**src/rtl/core/olarv_pkg.sv**
```systemverilog
// shared constants, codes and types for the ordered list unit
package olarv_pkg;

   // store geometry
   localparam int CAPACITY = 32;
   localparam int IDX_W    = (CAPACITY > 1) ? $clog2(CAPACITY) : 1;
   localparam int CNT_W    = $clog2(CAPACITY + 1);
   localparam int DATA_W   = 32;

   // op codes carried on the input word
   localparam logic [1:0] OP_APPEND = 2'd0;
   localparam logic [1:0] OP_REMOVE = 2'd1;
   localparam logic [1:0] OP_READ   = 2'd2;

   // status codes carried on the result word
   localparam logic [2:0] STAT_DONE     = 3'd0;
   localparam logic [2:0] STAT_FULL     = 3'd1;
   localparam logic [2:0] STAT_NOTFOUND = 3'd2;
   localparam logic [2:0] STAT_EMPTY    = 3'd3;
   localparam logic [2:0] STAT_ENTRY    = 3'd4;

   // command broadcast to every cell of the chain
   typedef struct packed {
      logic              append;
      logic              remove;
      logic              rotate;
      logic [DATA_W-1:0] value;
      logic [CNT_W-1:0]  count;
   } cmd_type;

endpackage

```
**src/rtl/core/olarv_cell.sv**
```systemverilog
// one slot of the list: holds an entry and shifts it towards the head
module olarv_cell (
   input  logic                        clock,
   input  logic [olarv_pkg::IDX_W-1:0] cell_index,
   input  olarv_pkg::cmd_type          cmd,
   input  logic [olarv_pkg::DATA_W-1:0] head_entry,
   input  logic [olarv_pkg::DATA_W-1:0] next_entry,
   input  logic                        found_before,
   output logic [olarv_pkg::DATA_W-1:0] entry,
   output logic                        found_through
);
   import olarv_pkg::*;

   logic [DATA_W-1:0] entry_ff;
   logic [DATA_W-1:0] entry_in;
   logic [CNT_W-1:0]  my_pos;
   logic              in_use;
   logic              is_tail;
   logic              is_free_slot;
   logic              match;

   // position of this slot against the fill count
   assign my_pos       = CNT_W'(cell_index);
   assign in_use       = my_pos < cmd.count;
   assign is_tail      = my_pos == (cmd.count - CNT_W'(1));
   assign is_free_slot = my_pos == cmd.count;

   // first-match search ripples from the head
   assign match         = in_use && (entry_ff == cmd.value);
   assign found_through = found_before | match;

   // next entry: append writes the free slot, remove closes the gap,
   // readout rotates the occupied part by one
   always_comb begin
      entry_in = entry_ff;
      priority if (cmd.append && is_free_slot) begin
         entry_in = cmd.value;
      end else if (cmd.remove && in_use && found_through) begin
         entry_in = next_entry;
      end else if (cmd.rotate && in_use) begin
         entry_in = is_tail ? head_entry : next_entry;
      end else begin
         entry_in = entry_ff;
      end
   end

   always_ff @(posedge clock) begin
      entry_ff <= entry_in;
   end

   assign entry = entry_ff;

endmodule

```
**src/rtl/core/ordered_list_append_remove_value_unit.sv**
```systemverilog
// Ordered list of signed 32-bit values held in a row of 32 cells, head in cell 0.
// Append writes the free cell after the tail; on remove all cells compare the
// value at once, the first match is found along a one-bit chain and the later cells
// shift one place towards the head. Readout of n entries first takes the request,
// then gives one word per cycle while the result register is free: the occupied
// cells rotate by one and the head cell supplies the word, so after the run the list
// stands as before. No input word is taken during a readout. Append to a full list
// returns status full, remove without a match returns not found, readout of an empty
// list returns one word with status empty. The result register lets a new input word
// in while the previous result is being taken.
module ordered_list_append_remove_value_unit (
   input  logic                                clock,
   input  logic                                reset,
   input  logic                                req_tvalid,
   output logic                                req_tready,
   input  logic signed [olarv_pkg::DATA_W-1:0] req_tdata,  // value
   input  logic [1:0]                          req_tuser,  // op
   output logic                                rsp_tvalid,
   input  logic                                rsp_tready,
   output logic signed [olarv_pkg::DATA_W-1:0] rsp_tdata,  // data
   output logic [2:0]                          rsp_tuser,  // status
   output logic                                rsp_tlast
);
   import olarv_pkg::*;

   localparam logic STATE_IDLE = 1'b0;
   localparam logic STATE_READ = 1'b1;

   logic              state_ff, state_in;
   logic [CNT_W-1:0]  count_ff, count_in;
   logic [CNT_W-1:0]  rd_idx_ff, rd_idx_in;
   logic              rsp_valid_ff, rsp_valid_in;
   logic [DATA_W-1:0] rsp_data_ff, rsp_data_in;
   logic [2:0]        rsp_stat_ff, rsp_stat_in;
   logic              rsp_last_ff, rsp_last_in;

   cmd_type           cmd;
   logic              out_free;
   logic              accept;
   logic              full;
   logic              read_step;
   logic              read_end;
   logic [DATA_W-1:0] cell_entry [CAPACITY];
   logic [CAPACITY:0] found_chain;

   // handshake
   assign out_free   = !rsp_valid_ff || rsp_tready;
   assign req_tready = (state_ff == STATE_IDLE) && out_free;
   assign accept     = req_tvalid && req_tready;
   assign full       = count_ff == CNT_W'(CAPACITY);
   assign read_step  = (state_ff == STATE_READ) && out_free;
   assign read_end   = rd_idx_ff == (count_ff - CNT_W'(1));

   // command to the cells
   always_comb begin
      cmd.append = accept && (req_tuser == OP_APPEND) && !full;
      cmd.remove = accept && (req_tuser == OP_REMOVE);
      cmd.rotate = read_step;
      cmd.value  = req_tdata;
      cmd.count  = count_ff;
   end

   // chain of cells
   assign found_chain[0] = 1'b0;
   for (genvar g = 0; g < CAPACITY; g++) begin : g_cell
      logic [DATA_W-1:0] next_entry;
      if (g == CAPACITY - 1) begin : g_end
         assign next_entry = cell_entry[g];
      end else begin : g_mid
         assign next_entry = cell_entry[g+1];
      end
      olarv_cell u_cell (
         .clock         (clock),
         .cell_index    (IDX_W'(g)),
         .cmd           (cmd),
         .head_entry    (cell_entry[0]),
         .next_entry    (next_entry),
         .found_before  (found_chain[g]),
         .entry         (cell_entry[g]),
         .found_through (found_chain[g+1])
      );
   end

   // control and result register
   always_comb begin
      state_in     = state_ff;
      count_in     = count_ff;
      rd_idx_in    = rd_idx_ff;
      rsp_valid_in = rsp_valid_ff && !rsp_tready;
      rsp_data_in  = rsp_data_ff;
      rsp_stat_in  = rsp_stat_ff;
      rsp_last_in  = rsp_last_ff;
      if (accept) begin
         rsp_valid_in = 1'b1;
         rsp_data_in  = '0;
         rsp_last_in  = 1'b1;
         rsp_stat_in  = STAT_DONE;
         unique case (req_tuser)
            OP_APPEND: begin
               if (full) begin
                  rsp_stat_in = STAT_FULL;
               end else begin
                  count_in = count_ff + CNT_W'(1);
               end
            end
            OP_REMOVE: begin
               if (found_chain[CAPACITY]) begin
                  count_in = count_ff - CNT_W'(1);
               end else begin
                  rsp_stat_in = STAT_NOTFOUND;
               end
            end
            OP_READ: begin
               if (count_ff == '0) begin
                  rsp_stat_in = STAT_EMPTY;
               end else begin
                  rsp_valid_in = 1'b0;
                  state_in     = STATE_READ;
                  rd_idx_in    = '0;
               end
            end
            default: begin
               rsp_stat_in = STAT_DONE;
            end
         endcase
      end else if (read_step) begin
         rsp_valid_in = 1'b1;
         rsp_data_in  = cell_entry[0];
         rsp_stat_in  = STAT_ENTRY;
         rsp_last_in  = read_end;
         rd_idx_in    = rd_idx_ff + CNT_W'(1);
         if (read_end) begin
            state_in = STATE_IDLE;
         end
      end
   end

   always_ff @(posedge clock) begin
      if (reset) begin
         state_ff     <= STATE_IDLE;
         count_ff     <= '0;
         rd_idx_ff    <= '0;
         rsp_valid_ff <= 1'b0;
      end else begin
         state_ff     <= state_in;
         count_ff     <= count_in;
         rd_idx_ff    <= rd_idx_in;
         rsp_valid_ff <= rsp_valid_in;
      end
      rsp_data_ff <= rsp_data_in;
      rsp_stat_ff <= rsp_stat_in;
      rsp_last_ff <= rsp_last_in;
   end

   assign rsp_tvalid = rsp_valid_ff;
   assign rsp_tdata  = rsp_data_ff;
   assign rsp_tuser  = rsp_stat_ff;
   assign rsp_tlast  = rsp_last_ff;

   // checks
   a_count_bound : assert property (@(posedge clock) disable iff (reset)
      count_ff <= CNT_W'(CAPACITY))
      else $error("fill count beyond capacity");

   a_read_nonempty : assert property (@(posedge clock) disable iff (reset)
      (state_ff == STATE_READ) |-> (count_ff != '0))
      else $error("readout running on an empty list");

   a_read_no_take : assert property (@(posedge clock) disable iff (reset)
      (state_ff == STATE_READ) |-> !req_tready)
      else $error("input word taken during readout");

   a_append_grows : assert property (@(posedge clock) disable iff (reset)
      (accept && (req_tuser == OP_APPEND) && !full)
         |=> (count_ff == $past(count_ff) + CNT_W'(1)))
      else $error("append did not grow the list");

   a_read_idx : assert property (@(posedge clock) disable iff (reset)
      (state_ff == STATE_READ) |-> (rd_idx_ff < count_ff))
      else $error("readout index past the tail");

endmodule

```
**config.mk**
```make
export PLATFORM = sky130hd
export DESIGN_NAME = ordered_list_append_remove_value_unit
export DESIGN_NICKNAME = d
export VERILOG_FILES = /design/src/rtl/core/olarv_pkg.sv /design/src/rtl/core/olarv_cell.sv /design/src/rtl/core/ordered_list_append_remove_value_unit.sv
export SDC_FILE = /design/constraint.sdc
export NUM_CORES = 2
export LEC_CHECK = 0
export BUFFER_PORTS_ARGS = -buffer_cell sky130_fd_sc_hd__buf_2
export CAP_MARGIN = 20
export CORE_MARGIN = 10
export CORE_UTILIZATION = 25
export CTS_BUF_LIST = sky130_fd_sc_hd__clkbuf_8
export DETAILED_ROUTE_END_ITERATION = 7
export HOLD_SLACK_MARGIN = 0.1
export PLACE_DENSITY = 0.34
export SLEW_MARGIN = 10
export SYNTH_ARGS = -nofsm -noshare
export SYNTH_HDL_FRONTEND = slang
export SYNTH_SLANG_ARGS = --single-unit
```
**constraint.sdc**
```tcl
create_clock -name clock -period 7.77 [get_ports clock]
set_clock_uncertainty 0.15 [all_clocks]
set_input_delay 1.1655 -clock clock [delete_from_list [all_inputs] [get_ports clock]]
set_output_delay 1.1655 -clock clock [all_outputs]
set_load 0.01 [all_outputs]
```
Word-level counts from Yosys, hierarchy flattened. Cells that the tools add are included.

Logic and storage cells: 575. Flip-flop bits (word level): 1074.

Bitwise logic cells: 32. Reductions and logical operators: 215. Equal/unequal tests: 104. $lt $le $gt $ge: 32. Add/sub/neg operators: 3. Muxes and demuxes: 150.

Operators by type and width (count): $mux W32 (128); $eq A32 B32 Y1 (32); $eq A5 B6 Y1 const A (32); $logic_and A1 B1 Y1 (167); $eq A4 B6 Y1 const A (16); $lt A5 B6 Y1 const A (16); $reduce_bool A3 Y1 (31); $eq A3 B6 Y1 const A (8); $lt A4 B6 Y1 const A (8); $mux W6 (6); $or A1 B1 Y1 (31); $eq A2 B6 Y1 const A (4); $lt A3 B6 Y1 const A (4); $add A6 B1 Y6 const B (2); $eq A1 B6 Y1 const A (2); $logic_not A6 Y1 (2); $lt A1 B6 Y1 const A (2); $lt A2 B6 Y1 const A (2); $pmux W6 S2 (1); $mux W1 (10); $reduce_bool A2 Y1 (5); $pmux W3 S3 (1); $reduce_and A4 Y1 (2); $eq A6 B6 Y1 (1); 15 further kinds (23).

Depth between registers and ports, before layout.
Depth after elaboration: 36. Mapped depth: 16. Depth with buffers taken out: 12.

Cells and area by module. Synthesis repeated with hierarchy kept, for this count alone.

Cells, all modules: 8865. Area total of the unflattened synthesis: 83273.6 um2.

By module, submodules not included: olarv_cell (g_cell[19].u_cell ...) (cells each 266, times used 22, area each 2461.1 um2); olarv_cell (g_cell[0].u_cell ...) (cells each 273, times used 10, area each 2682.6 um2); ordered_list_append_remove_value_unit (cells each 283, times used 1, area each 2303.5 um2).

Worst setup path after synthesis. Ideal clock, no wire load.

Path kind: in2reg. From: in req_tdata[24] in the netlist's numbering. To: reg g_cell[27].u_cell.entry_ff[0] (enable). Library setup time: 0.466 ns. Stages on the path: 12. Path slack: 1.565 ns. Buffers on the path: 2. Required time: 7.154 ns. Data arrival time: 5.589 ns. Path through: buf_2 -> xnor2_1 -> nand4_1 -> or4_4 -> nor4_4 -> a2111oi_4 -> and4bb_1 -> buf_6 -> nand3_2 -> nor2_1 -> o21a_1 -> o21ai_0.

Word-level cells in the longest chain between the ends: 31. Elaborated cells between the ends (all ways): 85. Those cells by class: eq/ne: 28; bitwise: 27; reduce/logical: 30.

Ends and longest elaborated chain: start, declared (RTL line ordered_list_append_remove_value_unit.sv:16) `input logic signed [olarv_pkg::DATA_W-1:0] req_tdata,`; $eq A32 B32 Y1 (RTL line olarv_cell.sv:29) `assign match = in_use && (entry_ff == cmd.value);`; $logic_and A1 B1 Y1 (RTL line olarv_cell.sv:29); $or A1 B1 Y1 (26 in series) (RTL line olarv_cell.sv:30) `assign found_through = found_before | match;`; $or A1 B1 Y1 (*) (RTL line olarv_cell.sv:30); $logic_and A1 B1 Y1 (*) (RTL line olarv_cell.sv:38) `end else if (cmd.remove && in_use && found_through) begin`; $reduce_bool A3 Y1 (no line) (*); end signal, assigned (RTL line olarv_cell.sv:48) `entry_ff <= entry_in;`; end, declared (RTL line olarv_cell.sv:14) `logic [DATA_W-1:0] entry_ff;`.

Every way passes the cells marked *; elsewhere a longest branch is shown, timed or not. A chain may end at the register's enable or synchronous reset.

Worst setup path after layout.
From: reg count_ff[1]. To: reg g_cell[17].u_cell.entry_ff[13], data pin.

Word-level cells in the longest chain between the ends: 22. Elaborated cells between the ends (all ways): 66. Those cells by class: add/sub: 1; order compare: 18; eq/ne: 3; mux: 4; bitwise: 17; reduce/logical: 23.

Ends and longest elaborated chain: start, declared (RTL line ordered_list_append_remove_value_unit.sv:30) `logic [CNT_W-1:0] count_ff, count_in;`; start signal, assigned (RTL line ordered_list_append_remove_value_unit.sv:146) `count_ff <= count_in;`; $lt A1 B6 Y1 (RTL line olarv_cell.sv:24) `assign in_use = my_pos < cmd.count;`; $logic_and A1 B1 Y1 (RTL line olarv_cell.sv:29); $or A1 B1 Y1 (17 in series) (RTL line olarv_cell.sv:30); $logic_and A1 B1 Y1 (RTL line olarv_cell.sv:38); $mux W32 (RTL line olarv_cell.sv:38); $mux W32 (*) (RTL line olarv_cell.sv:36) `priority if (cmd.append && is_free_slot) begin`; named net g_cell[17].u_cell.entry_in[13] (RTL line olarv_cell.sv:15) `logic [DATA_W-1:0] entry_in;`; end signal, assigned (RTL line olarv_cell.sv:48); end, declared (RTL line olarv_cell.sv:14).

The timed path passes the listed nets; every way through them passes the cells marked *. The select of a mux whose other input is x is not followed.

==> impl_metrics.tcl <==
set metrics [dict create \
    die-area_um2 294100 \
    initial_core_util 0.2515 \
    avgRoutedWirePerCell_um 33.39 \
    worst_slack_ns 1.736 \
    drive_gt1_frac 0.1292 \
    start_kind "register" \
    drt_iter0_drc 5613 \
    die_h_um 542.3 \
    num_rows 191 \
    fillers 28390 \
    clock_latency_ns 1.05 \
    fin_nets 6652 \
    worstPathArrival_ns 6.60 \
    worstMarginPinSlew_ns 1.323 \
    wl_mm 346.1 \
    status "finished, final reports clean" \
    power_mw 13.44 \
    syn_nets 6731 \
    hold_class "reg -> reg" \
    fin_tns_setup_ns 0 \
    cts.path.max_buffers 4 \
    synth_cell_type_count 74 \
    swShare 0.2924 \
    clock-sinks 1074 \
    cts_hold_buf 0 \
    seqPwrFrac 0.469 \
    cts_repair_resize_count 0 \
    finalCritPeriodShare 0.7765 \
    gr-usage-all-layers 0.2255 \
    synthCells 6687 \
    rsz0062_at_grt "no" \
    p_sw_mw 3.930 \
    overflow 0 \
    ir_worst_vdd_mv 0.1174 \
    fmax_ghz 0.1657 \
    endpoint_kind "register" \
    cts_buffers 224 \
    grt_pass1_wl_mm 469.2 \
    cts-root-buf "clkbuf_8" \
    dp_hpwl_mm 236.2 \
    syn_avg_cell_area_um2 10.20 \
    htreeDepth 4 \
    fin_util 0.2839 \
    synth_area_leaders "edfxtp_1, mux2i_1, xnor2_1, xor2_1, a21oi_1" \
    synth_edf_count 1027 \
    port_buffers 75 \
    period_needed_ns 6.034 \
    power_frac_clock 0.435 \
    vias_per_cell 5.155 \
    grt_pass1_vias 52710 \
    power_density_nw_per_um2 174.6 \
    antenna_found_initial 14 \
    rrSetupSlack_ns 1.74 \
    synth_largest_area_cell "edfxtp_1" \
    worst-setup-path-type "reg -> reg" \
    synth_top_area_share 0.4521 \
    netlist_area_um2 68210 \
    drc 0 \
    synthArstFlopShare 0 \
    ys_seq_elements 1074 \
    grt_max_degree 67 \
    crit_required_ns 8.34 \
    max_slew_margin 0.1098 \
    worst-path-max-fanout 23 \
    intPower_mw 9.512 \
    die_w_um 542.3 \
    postCtsSetupBuffers 0 \
    hold_viol 0 \
    p_leak_nw 24.64 \
    synth_ff_type "edfxtp_1" \
    drv_cap 0 \
    dr.pass1.iters 5 \
    yosysSeqAreaShare 0.4659 \
    dpl_worst_slack_ns 1.263 \
    vias 53440 \
    cts_tree "done" \
    setup_violations 0 \
    gp_congestion 0.8644 \
    yosys_warnings 0 \
    combPwrFrac 0.096 \
    whs_ns 0.3203 \
    clkTransAtPathRegs_ns 0.06 \
    finalMaxSlewViolations 0 \
    ant_nets 0 \
    syn_to_final_growth_pct 12.89 \
    ios 76 \
    core_area_um2 271200 \
]
-- cells by family (layout without fill, tap and decap cells) --
family	count (synthesis)	after routing	share of synthesized area
and+or+nand+nor	1753	1753	0.1194
buffers and inverters	728	828	0.05110
adders and majority gates	6	6	0.001101
xor gates and xnor gates	1041	1041	0.1337
AOI/OAI and AO/OA	1220	1220	0.1013
muxes	865	865	0.1275
other	0	10	0
DFF	1074	1074	0.4659
-- state kept, by name, indices dropped and copies added (netlist names) --
register	count
rsp_tlast	1
rd_idx_ff	6
rsp_tvalid	1
state_ff	1
rsp_tuser	3
count_ff	6
rsp_tdata	32
g_cell.u_cell.entry	1024
-- per-layer routing --
layer  vias to the layer above  wire length [µm]  GRT usage
li1                      23820                 -          -
met1                     27210            158800     0.3159
met2                      1976            159300     0.3655
met3                       431             17850    0.02726
met4                         0             10240    0.06162
met5                         -                 0          0
-- cell usage after synthesis (3+ instances only) --
cell	count
o21a_1	5
o22ai_1	33
o221a_2	64
or3_1	9
buf_2	80
buf_1	97
or4_1	8
ha_1	6
nand4b_1	4
buf_4	132
mux2i_1	833
inv_1	37
a21oi_2	4
buf_6	21
nor3_2	4
nand4_1	202
a211oi_1	36
xnor2_1	608
nand2b_1	43
nor4b_1	6
nor4_1	145
mux2_2	32
nand3_1	81
nand2_1	473
a21oi_1	587
edfxtp_1	1027
nor3_1	73
nor2b_1	8
a311oi_1	3
or2_2	39
o21ai_1	161
and3_1	13
a21o_1	5
a31oi_1	5
xor2_1	433
and2_1	8
dfxtp_1	47
nor2_2	3
o21ai_0	289
nor2_1	620
clkbuf_1	361
-- cell usage in the layout (no fill, tap or decap), drive strengths merged, types with 9 or more instances in the layout --
cell type  count
clkinv        81
mux2          32
xnor2        608
o22ai         33
nand2b        43
nand2        473
clkbuf       240
inv          118
or4            9
xor2         433
or3            9
o221a         64
and3          14
dfxtp         47
or2           41
nor3          77
a21oi        591
nor4         147
o21ai        451
diode         10
mux2i        833
nand4        202
nand3         82
a211oi        40
edfxtp      1027
nor2         623
buf          386
-- final timing paths --
path	startpoint	to	cells after the start
worst max-delay path	count_ff[1]	g_cell[17].u_cell.entry[13]	15
worst min-delay path	rsp_tdata[5]	rsp_tdata[5]	2
worst max register to register	count_ff[1]	g_cell[17].u_cell.entry[13]	15
worst min register to register	rsp_tdata[5]	rsp_tdata[5]	2
-- through the flow --
step	area, µm²	instances
after floorplan	68210	6687
final	77010	10370
after detailed placement	72860	9948
after global routing	76990	10360
after CTS	76890	10350
after global placement	72790	9944
-- critical path: stages, from the launching register on --
cell      delay (ns)
dfxtp_1         0.52
inv_1           0.20
ha_1            0.20
buf_4           0.39
nand2b_1        0.34
a21oi_1         0.60
or3_1           0.31
nor4_2          0.07
buf_4           0.21
nor3_4          0.78
buf_4           0.38
and3_1          0.21
o31a_2          0.72
buf_4           0.31
mux2i_1         0.21
a21oi_1         0.09
-- power by group through the flow --
stage / combinational, mW / clock [mW] / sequential, mW
final: 1.29 / 5.84 / 6.31
after global routing: 1.32 / 6.25 / 6.31
after CTS: 1.29 / 6.01 / 6.31
after detailed placement: 1.28 / 0 / 6.43
after global placement: 1.29 / 0 / 6.43
after floorplan: 0.653 / 0 / 6.43
-- final cells by class --
class / count / area (µm²) / share of cell area
Tap cell: 3570 / 4467 / 0.05801
Multi-Input combinational cell: 4885 / 33360 / 0.4332
Clock inverter: 165 / 726.9 / 0.009440
Inverter: 37 / 138.9 / 0.001804
Timing Repair Buffer: 386 / 3203 / 0.04160
Antenna cell: 10 / 25.02 / 0.0003250
Clock buffer: 240 / 3303 / 0.04290
Sequential cell: 1074 / 31780 / 0.4127
No activity file was read; power rests on OpenSTA's default activity.
